File: src/design/page_frame_clock_translator_macros.svh
// Assertion macros shared by the page frame translator RTL
`ifndef PAGE_FRAME_CLOCK_TRANSLATOR_MACROS_SVH
`define PAGE_FRAME_CLOCK_TRANSLATOR_MACROS_SVH

// Check that cons holds in the same cycle as ante
`define PFCT_ASSERT_SAME(label, ante, cons, msg) \
  label: assert property (@(posedge clk) disable iff (rst) (ante) |-> (cons)) \
    else $error(msg);

// Check that cons holds in the cycle after ante
`define PFCT_ASSERT_NEXT(label, ante, cons, msg) \
  label: assert property (@(posedge clk) disable iff (rst) (ante) |=> (cons)) \
    else $error(msg);

`endif

File: src/design/pfct_pkg.sv
// Shared types and constants for the page frame translator
`default_nettype none

package pfct_pkg;

  localparam int MAX_FRAMES = 64;
  localparam int FRAME_W    = $clog2(MAX_FRAMES);
  localparam int CNT_W      = $clog2(MAX_FRAMES + 1);

  localparam int PAGE_W  = 20;
  localparam int OFF_W   = 20;
  localparam int ADDR_W  = 26;
  localparam int FOUT_W  = 6;
  localparam int FAULT_W = 32;
  localparam int FIU_W   = 7;
  localparam int OBITS_W = 5;
  localparam int CFG_W   = 7;
  localparam int CFG_IDX_W = 1;

  // register indexes on the configuration port
  localparam logic [CFG_IDX_W-1:0] REG_FRAMES_IN_USE = 1'd0;
  localparam logic [CFG_IDX_W-1:0] REG_OFFSET_BITS   = 1'd1;

  localparam logic [FIU_W-1:0]   FIU_RESET   = 7'd64;
  localparam logic [OBITS_W-1:0] OBITS_RESET = 5'd12;

  // match search groups
  localparam int GRP   = 8;
  localparam int GRP_W = 3;
  localparam int NGRP  = (MAX_FRAMES + GRP - 1) / GRP;

  typedef enum logic [2:0] {
    S_IDLE,
    S_CMP,
    S_FIND1,
    S_FIND2,
    S_DECIDE,
    S_WALK,
    S_DONE
  } state_t;

  // command broadcast to every cell
  typedef struct packed {
    logic               cmp;
    logic               load;
    logic               set_ref;
    logic               use_tok;
    logic               step;
    logic               home;
    logic [FRAME_W-1:0] wr_idx;
  } cell_cmd_t;

endpackage

`default_nettype wire

File: src/design/page_frame_clock_translator.sv
// A hit, or a miss with a never-used frame, passes the states compare, find1, find2, decide and done.
// A miss with no never-used frame left walks the clock hand, clearing reference bits, until a frame is not referenced.
// A new beat is accepted only in idle, once the last result has been placed in the output register.
// Reset (synchronous, active high) clears valid and reference bits, hand and counters,
// and returns the config registers to their defaults.
// Page tags are not cleared; no clearing pass is run.
`default_nettype none

module page_frame_clock_translator (
  input  logic                             clk,
  input  logic                             rst,
  input  logic                             cfg_write,
  input  logic [pfct_pkg::CFG_IDX_W-1:0]   cfg_index,
  input  logic [pfct_pkg::CFG_W-1:0]       cfg_data,
  input  logic                             in_valid,
  output logic                             in_ready,
  input  logic [pfct_pkg::PAGE_W-1:0]      page_number,
  input  logic [pfct_pkg::OFF_W-1:0]       offset,
  output logic                             out_valid,
  input  logic                             out_ready,
  output logic [pfct_pkg::ADDR_W-1:0]      physical_address,
  output logic                             hit,
  output logic [pfct_pkg::FOUT_W-1:0]      frame_used,
  output logic [pfct_pkg::FAULT_W-1:0]     fault_total
);
  import pfct_pkg::*;

  `include "page_frame_clock_translator_macros.svh"

  state_t              state;
  state_t              state_next;
  cell_cmd_t           cmd;

  logic [FIU_W-1:0]    frames_in_use;
  logic [OBITS_W-1:0]  offset_bits;
  logic [CNT_W-1:0]    n;

  logic [PAGE_W-1:0]   q_page;
  logic [OFF_W-1:0]    q_off;
  logic [FRAME_W-1:0]  hand;
  logic [FRAME_W-1:0]  hand_inc;
  logic [CNT_W-1:0]    next_free;
  logic [FAULT_W-1:0]  fault_count;
  logic [FAULT_W-1:0]  fault_inc;

  logic [FRAME_W-1:0]  res_frame;
  logic                res_hit;
  logic [FAULT_W-1:0]  res_fault;

  logic [MAX_FRAMES-1:0] tok_vec;
  logic [MAX_FRAMES-1:0] tok_chain;
  logic [MAX_FRAMES-1:0] match_vec;
  logic [MAX_FRAMES-1:0] vr_vec;
  logic [MAX_FRAMES-1:0] last_mask;
  logic                  wrap_tok;
  logic                  vr_tok;

  logic                  f_hit;
  logic [FRAME_W-1:0]    f_frame;
  logic                  out_free;
  logic [ADDR_W-1:0]     addr_shift;

  // configuration registers
  always_ff @(posedge clk) begin
    if (rst) begin
      frames_in_use <= FIU_RESET;
      offset_bits   <= OBITS_RESET;
    end else if (cfg_write) begin
      case (cfg_index)
        REG_FRAMES_IN_USE: frames_in_use <= cfg_data[FIU_W-1:0];
        REG_OFFSET_BITS:   offset_bits   <= cfg_data[OBITS_W-1:0];
        default: ;
      endcase
    end
  end

  // clamp the managed frame count to 1..MAX_FRAMES
  always_comb begin
    if (frames_in_use == '0) begin
      n = CNT_W'(1);
    end else if (32'(frames_in_use) > MAX_FRAMES) begin
      n = CNT_W'(MAX_FRAMES);
    end else begin
      n = CNT_W'(frames_in_use);
    end
  end

  assign hand_inc  = (CNT_W'(hand) + CNT_W'(1) >= n) ? '0 : hand + FRAME_W'(1);
  assign fault_inc = (fault_count == '1) ? fault_count : fault_count + FAULT_W'(1);

  // token wraps from the last managed frame back to frame 0
  always_comb begin
    for (int i = 0; i < MAX_FRAMES; i++) begin
      last_mask[i] = (CNT_W'(i) + CNT_W'(1) == n);
    end
  end

  assign wrap_tok = |(tok_vec & last_mask);
  assign vr_tok   = |(tok_vec & vr_vec);

  // row of frame cells, token handed from each cell to the next
  for (genvar i = 0; i < MAX_FRAMES; i++) begin : g_cell
    if (i == 0) begin : g_head
      assign tok_chain[i] = wrap_tok;
    end else begin : g_body
      assign tok_chain[i] = tok_vec[i-1];
    end

    pfct_cell u_cell (
      .clk    (clk),
      .rst    (rst),
      .idx    (FRAME_W'(i)),
      .n      (n),
      .q_page (q_page),
      .cmd    (cmd),
      .tok_in (tok_chain[i]),
      .tok    (tok_vec[i]),
      .match  (match_vec[i]),
      .vr     (vr_vec[i])
    );
  end

  pfct_find u_find (
    .clk       (clk),
    .rst       (rst),
    .match_vec (match_vec),
    .f_hit     (f_hit),
    .f_frame   (f_frame)
  );

  assign in_ready = (state == S_IDLE);
  assign out_free = !out_valid || out_ready;

  // next state and cell commands
  always_comb begin
    state_next  = state;
    cmd         = '0;
    case (state)
      S_IDLE: begin
        if (in_valid) begin
          state_next = S_CMP;
        end
      end
      S_CMP: begin
        cmd.cmp    = 1'b1;
        state_next = S_FIND1;
      end
      S_FIND1: state_next = S_FIND2;
      S_FIND2: state_next = S_DECIDE;
      S_DECIDE: begin
        if (f_hit) begin
          cmd.set_ref = 1'b1;
          cmd.wr_idx  = f_frame;
          state_next  = S_DONE;
        end else if (next_free < n) begin
          cmd.load   = 1'b1;
          cmd.wr_idx = next_free[FRAME_W-1:0];
          state_next = S_DONE;
        end else begin
          cmd.home   = (CNT_W'(hand) >= n);
          state_next = S_WALK;
        end
      end
      S_WALK: begin
        cmd.step    = 1'b1;
        cmd.use_tok = 1'b1;
        cmd.load    = !vr_tok;
        if (!vr_tok) begin
          state_next = S_DONE;
        end
      end
      S_DONE: begin
        if (out_free) begin
          state_next = S_IDLE;
        end
      end
      default: state_next = S_IDLE;
    endcase
  end

  always_ff @(posedge clk) begin
    if (rst) begin
      state <= S_IDLE;
    end else begin
      state <= state_next;
    end
  end

  // capture the input beat
  always_ff @(posedge clk) begin
    if (in_valid && in_ready) begin
      q_page <= page_number;
      q_off  <= offset;
    end
  end

  // advance the hand, free count and fault counter
  always_ff @(posedge clk) begin
    if (rst) begin
      hand        <= '0;
      next_free   <= '0;
      fault_count <= '0;
    end else begin
      if (state == S_DECIDE && !f_hit) begin
        fault_count <= fault_inc;
        if (next_free < n) begin
          next_free <= next_free + CNT_W'(1);
        end else if (CNT_W'(hand) >= n) begin
          hand <= '0;
        end
      end
      if (state == S_WALK) begin
        hand <= hand_inc;
      end
    end
  end

  // hold the result until the output slot is free
  always_ff @(posedge clk) begin
    if (state == S_DECIDE) begin
      res_hit <= f_hit;
      if (f_hit) begin
        res_frame <= f_frame;
        res_fault <= fault_count;
      end else begin
        res_frame <= next_free[FRAME_W-1:0];
        res_fault <= fault_inc;
      end
    end else if (state == S_WALK && !vr_tok) begin
      res_frame <= hand;
    end
  end

  assign addr_shift = ADDR_W'(res_frame) << offset_bits;

  // output register
  always_ff @(posedge clk) begin
    if (rst) begin
      out_valid <= 1'b0;
    end else if (state == S_DONE && out_free) begin
      out_valid <= 1'b1;
    end else if (out_ready) begin
      out_valid <= 1'b0;
    end
  end

  always_ff @(posedge clk) begin
    if (state == S_DONE && out_free) begin
      physical_address <= addr_shift | ADDR_W'(q_off);
      hit              <= res_hit;
      frame_used       <= FOUT_W'(res_frame);
      fault_total      <= res_fault;
    end
  end

  `PFCT_ASSERT_SAME(a_tok_onehot, 1'b1, $onehot(tok_vec), "hand token is not one-hot")
  `PFCT_ASSERT_SAME(a_hand_tok, state == S_WALK, tok_vec[hand],
                    "hand counter and token disagree during the walk")
  `PFCT_ASSERT_SAME(a_free_bound, 1'b1, 32'(next_free) <= MAX_FRAMES,
                    "free frame count beyond frame table")
  `PFCT_ASSERT_NEXT(a_fault_mono, 1'b1, $past(rst) || fault_count >= $past(fault_count),
                    "fault counter went down")

endmodule

`default_nettype wire

File: src/design/pfct_cell.sv
// One frame cell: page tag, valid and reference bits, clock hand token
`default_nettype none

module pfct_cell (
  input  logic                      clk,
  input  logic                      rst,
  input  logic [pfct_pkg::FRAME_W-1:0] idx,
  input  logic [pfct_pkg::CNT_W-1:0]   n,
  input  logic [pfct_pkg::PAGE_W-1:0]  q_page,
  input  pfct_pkg::cell_cmd_t          cmd,
  input  logic                      tok_in,
  output logic                      tok,
  output logic                      match,
  output logic                      vr
);
  import pfct_pkg::*;

  logic [PAGE_W-1:0] page;
  logic              valid;
  logic              refd;
  logic              in_range;
  logic              sel;

  assign in_range = CNT_W'(idx) < n;
  assign sel      = cmd.use_tok ? tok : (cmd.wr_idx == idx);
  assign vr       = valid & refd;

  // hold the page tag; written only on load
  always_ff @(posedge clk) begin
    if (cmd.load && sel) begin
      page <= q_page;
    end
  end

  // update valid, reference, token and match flag
  always_ff @(posedge clk) begin
    if (rst) begin
      valid <= 1'b0;
      refd  <= 1'b0;
      tok   <= (idx == '0);
      match <= 1'b0;
    end else begin
      if (cmd.load && sel) begin
        valid <= 1'b1;
        refd  <= 1'b1;
      end else if (cmd.set_ref && sel) begin
        refd <= 1'b1;
      end else if (cmd.step && tok && valid && refd) begin
        refd <= 1'b0;
      end
      if (cmd.home) begin
        tok <= (idx == '0);
      end else if (cmd.step) begin
        tok <= in_range & tok_in;
      end
      if (cmd.cmp) begin
        match <= valid & (page == q_page) & in_range;
      end
    end
  end

endmodule

`default_nettype wire

File: src/design/pfct_find.sv
// Two-stage registered priority search for the lowest matching frame
`default_nettype none

module pfct_find (
  input  logic                           clk,
  input  logic                           rst,
  input  logic [pfct_pkg::MAX_FRAMES-1:0] match_vec,
  output logic                           f_hit,
  output logic [pfct_pkg::FRAME_W-1:0]    f_frame
);
  import pfct_pkg::*;

  localparam int PAD_W = NGRP * GRP;

  logic [PAD_W-1:0]  padded;
  logic [NGRP-1:0]   g_any;
  logic [GRP_W-1:0]  g_low [NGRP];
  logic [NGRP-1:0]   g_any_next;
  logic [GRP_W-1:0]  g_low_next [NGRP];
  logic              hit_next;
  logic [FRAME_W-1:0] frame_next;

  assign padded = PAD_W'(match_vec);

  // stage one: lowest set bit inside each group of eight
  always_comb begin
    for (int g = 0; g < NGRP; g++) begin
      g_any_next[g] = |padded[g*GRP +: GRP];
      g_low_next[g] = '0;
      for (int b = GRP - 1; b >= 0; b--) begin
        if (padded[g*GRP + b]) begin
          g_low_next[g] = GRP_W'(b);
        end
      end
    end
  end

  always_ff @(posedge clk) begin
    if (rst) begin
      g_any <= '0;
    end else begin
      g_any <= g_any_next;
    end
  end

  always_ff @(posedge clk) begin
    g_low <= g_low_next;
  end

  // stage two: lowest group with a match
  always_comb begin
    hit_next   = 1'b0;
    frame_next = '0;
    for (int g = NGRP - 1; g >= 0; g--) begin
      if (g_any[g]) begin
        hit_next   = 1'b1;
        frame_next = FRAME_W'(g * GRP + int'(g_low[g]));
      end
    end
  end

  always_ff @(posedge clk) begin
    if (rst) begin
      f_hit <= 1'b0;
    end else begin
      f_hit <= hit_next;
    end
  end

  always_ff @(posedge clk) begin
    f_frame <= frame_next;
  end

endmodule

`default_nettype wire

File: config.mk
export PLATFORM = sky130hd
export DESIGN_NAME = page_frame_clock_translator
export DESIGN_NICKNAME = d
export VERILOG_FILES = /design/src/design/pfct_pkg.sv /design/src/design/page_frame_clock_translator.sv /design/src/design/pfct_cell.sv /design/src/design/pfct_find.sv
export VERILOG_INCLUDE_DIRS = /design/src /design/src/design
export SDC_FILE = /design/constraint.sdc
export NUM_CORES = 2
export LEC_CHECK = 0
export BUFFER_PORTS_ARGS = -buffer_cell sky130_fd_sc_hd__buf_2
export CORE_ASPECT_RATIO = 1.1
export CORE_MARGIN = 2
export CORE_UTILIZATION = 55
export DETAILED_ROUTE_END_ITERATION = 10
export PLACE_DENSITY_LB_ADDON = 0.08
export SLEW_MARGIN = 20
export SYNTH_ARGS = -nofsm -noshare
export SYNTH_HDL_FRONTEND = slang
export SYNTH_SLANG_ARGS = --single-unit
File: constraint.sdc
create_clock -name clk -period 8.3 [get_ports clk]
set_input_delay 0.83 -clock clk [delete_from_list [all_inputs] [get_ports clk]]
set_output_delay 0.83 -clock clk [all_outputs]
set_load 0.05 [all_outputs]
==> impl_metrics.ini <==
[status]
status = finished clean

[power_and_ir_drop]
switching_power_mw = 4.42
p_leak_nw = 27.0
intPower_mw = 14.7
seqPwrFrac_pct = 51.0
clockPowerShare_pct = 41.7
peakVddDrop_v = 0.000213
power-per-cell-area_nw_per_um2 = 227
power_switching_share_pct = 23.1
comb_power_share_pct = 7.3
power_mw = 19.1

[sta]
fin_ws_ns = 2.36
hold_ws_ns = 0.179
fin_crit_sh_pct = 71.6
tns_ns = 0
worst_pin_slew_ns = 1.22
fin_crit_ns = 5.94
relSlewSlack_pct = 17.7
rsz0062_at_grt = no
hold_viol_final = 0
finalSetupViolations = 0
timing.fmax_mhz = 168
slew_violations = 0
clock_skew_ns = 0.0299

[worst_setup_path]
startpoint_type = register
crit_type = register to register
cp-end-kind = register
arrival_ns = 6.37
worstPathRequired_ns = 8.73
critical_path.max_fanout = 46

[cells_and_area]
layout.nets = 5884
fin_cells = 7764
final.fill_count = 10459
utilization_pct = 62.0
design_area_um2 = 84500
drive_gt1_share_pct = 10.8
antennaDiodeCount = 0
areaGrowthSynthToFinish_pct = 11.8

[logic_synthesis]
synth_largest_area_cell = edfxtp_1
ys_types = 94
syn_inst = 5668
syn_area_um2 = 75600
syn-num-nets = 5743
async_flop_share_pct = 0
synth_top_cell_area_share_pct = 56.6
synthTopCellsByCount = edfxtp_1 (1,424), xor2_1 (754), xnor2_1 (587)
syn_area_per_cell_um2 = 13.3
synth_area_leaders = edfxtp_1 (57%), dfxtp_1 (9.4%), xor2_1 (8.7%)
synth_edf_count = 1424
ys_seq_area_share_pct = 66.0
synth_ff_type = edfxtp_1
ys_seq_elements = 1780
ys_warn_count = 0
yosysMostFrequentCell = edfxtp_1

[clocking]
cts_buffers = 177
ctsHtreeMaxLevel = 4
clockBufferDepth = 3
hold_buffers = 0
post-cts-setup-buffer-count = 0
insertion_delay_ns = 0.83
clock_sinks = 1780
post_cts_resized = 0
cts_tree = done
root_buffer = clkbuf_16
path_clk_slew_ns = 0.06

[routing]
drc = 0
drtPass1Iterations = 6
wl_per_cell_um = 25.9
num_vias = 46234
routed_wl_mm = 201
via_per_inst = 5.95
ant_nets = 0
drtIter0Drc = 4307

[die]
io_pins = 120
dieArea_um2 = 140000
die_x_um = 358
start_util_pct = 55.5
core_area_um2 = 136000
core.rowCount = 142
die_h_um = 393

[global_route]
grt_antenna_before_repair = 5
grt_pass1_vias = 44429
grt_pass1_wl_mm = 296
grt.total_usage_pct = 28.7
overflow = 0
grt_max_degree = 158

[worst_hold_path]
hold_path.class = input pin to register

[placed_design]
gp_congestion = 1.02
place_ws_ns = 2.62
dpl_cell_area_um2 = 78700
place_inst = 7430
dpl.hpwl_mm = 126
port_buffers = 119

[flow_run]
cap_violations = 0
-- cells in the final DEF (no fill, tap or decap), types with 14 or more instances in the layout --
cell / count
nand4_1: 230
clkinv_1: 34
clkbuf_16: 178
nor2_1: 273
edfxtp_1: 1424
clkbuf_1: 49
o2bb2ai_1: 41
clkinv_2: 23
dfxtp_1: 354
a21oi_1: 222
a22oi_1: 45
nand2_1: 281
and3_1: 20
o21ai_0: 68
a32oi_1: 22
buf_12: 18
a31oi_1: 66
o22ai_1: 25
buf_2: 118
a21oi_2: 38
ha_1: 22
xnor2_1: 587
xor2_1: 754
nor3_1: 92
or3_1: 22
nand3_1: 218
clkbuf_8: 19
buf_4: 132
inv_1: 59
nor2b_1: 29
bufinv_16: 14
nor4_1: 224
mux2i_1: 19
-- final timing paths --
path | startpoint | end | slack [ns] | cells past startpoint
setup / recovery | frames_in_use[6]$_SDFFE_PP1P_ | g_cell[50].u_cell.page[8]$_DFFE_PP_ | 2.36 | 11
setup reg to reg | frames_in_use[6]$_SDFFE_PP1P_ | g_cell[50].u_cell.page[8]$_DFFE_PP_ | 2.36 | 11
hold / removal | page_number[14] | q_page[14]$_DFFE_PP_ | 0.18 | 1
hold reg to reg | res_fault[0]$_DFFE_PP_ | fault_total[0]$_DFFE_PP_ | 0.42 | 0
-- critical path, stage by stage, from the launching register on --
cell and delay (ns):
dfxtp_2 0.31, buf_4 0.28, nor2b_1 0.51, clkinv_1 0.61, ha_1 0.53, nand2_1 0.08, or2_2 0.30, o211a_1 0.36
a221o_1 0.40, nor3_2 0.88, a22oi_1 0.34, nor2_2 0.87
-- flip-flops by register name (all words and copies together), names as in the netlist, 7 cells and up --
| name | cells |
|---|---|
| g_cell.u_cell.match | 64 |
| g_cell.u_cell.page | 1280 |
| g_cell.u_cell.valid | 64 |
| q_off | 20 |
| q_page | 20 |
| fault_total | 32 |
| u_find.g_low | 24 |
| res_fault | 32 |
| physical_address | 26 |
| fault_count | 32 |
| g_cell.u_cell.refd | 64 |
| u_find.g_any | 8 |
| g_cell.u_cell.tok | 64 |
| next_free | 7 |
| frames_in_use | 7 |
-- layer usage --
layer | up-vias | GRT usage, % | wire, um
met5 | - | 0 | 55
li1 | 21047 | - | -
met4 | 8 | 10.4 | 6890
met3 | 362 | 4.81 | 12400
met1 | 23308 | 39.2 | 87100
met2 | 1509 | 46.4 | 94900
-- logic make-up (layout without fill, tap and decap cells) --
group | Yosys count | after routing | synth area share [%]
buffers and inverters | 371 | 667 | 1.94
XOR/XNOR | 1341 | 1341 | 15.5
adder cells (fa/ha/maj) | 22 | 22 | 0.364
AND/OR/NAND/NOR | 1467 | 1467 | 9.88
multiplexers | 29 | 29 | 0.415
flip-flops | 1780 | 1780 | 66.0
AO/OA/AOI/OAI | 658 | 658 | 5.87
-- area by class of cell --
type / instances / area, um^2 / share of cell area [%]
timing repair buffer: 269 / 1950 / 2.31
sequential: 1780 / 49900 / 59.0
clock buffer: 247 / 4900 / 5.80
inverter: 64 / 243 / 0.287
clock inverter: 87 / 928 / 1.10
multi-input combinational: 3517 / 24400 / 28.8
tap: 1800 / 2250 / 2.66
-- power by group through the flow --
stage / sequential [mW] / clock (mW) / combinational (mW)
floorplan: 10.0 / 0 / 0.804
global route: 9.77 / 8.46 / 1.49
finish: 9.77 / 7.98 / 1.39
detailed placement: 9.96 / 0 / 1.40
global placement: 9.96 / 0 / 1.38
CTS: 9.77 / 8.11 / 1.41
Note: power is estimated with default switching activity, not from simulation.
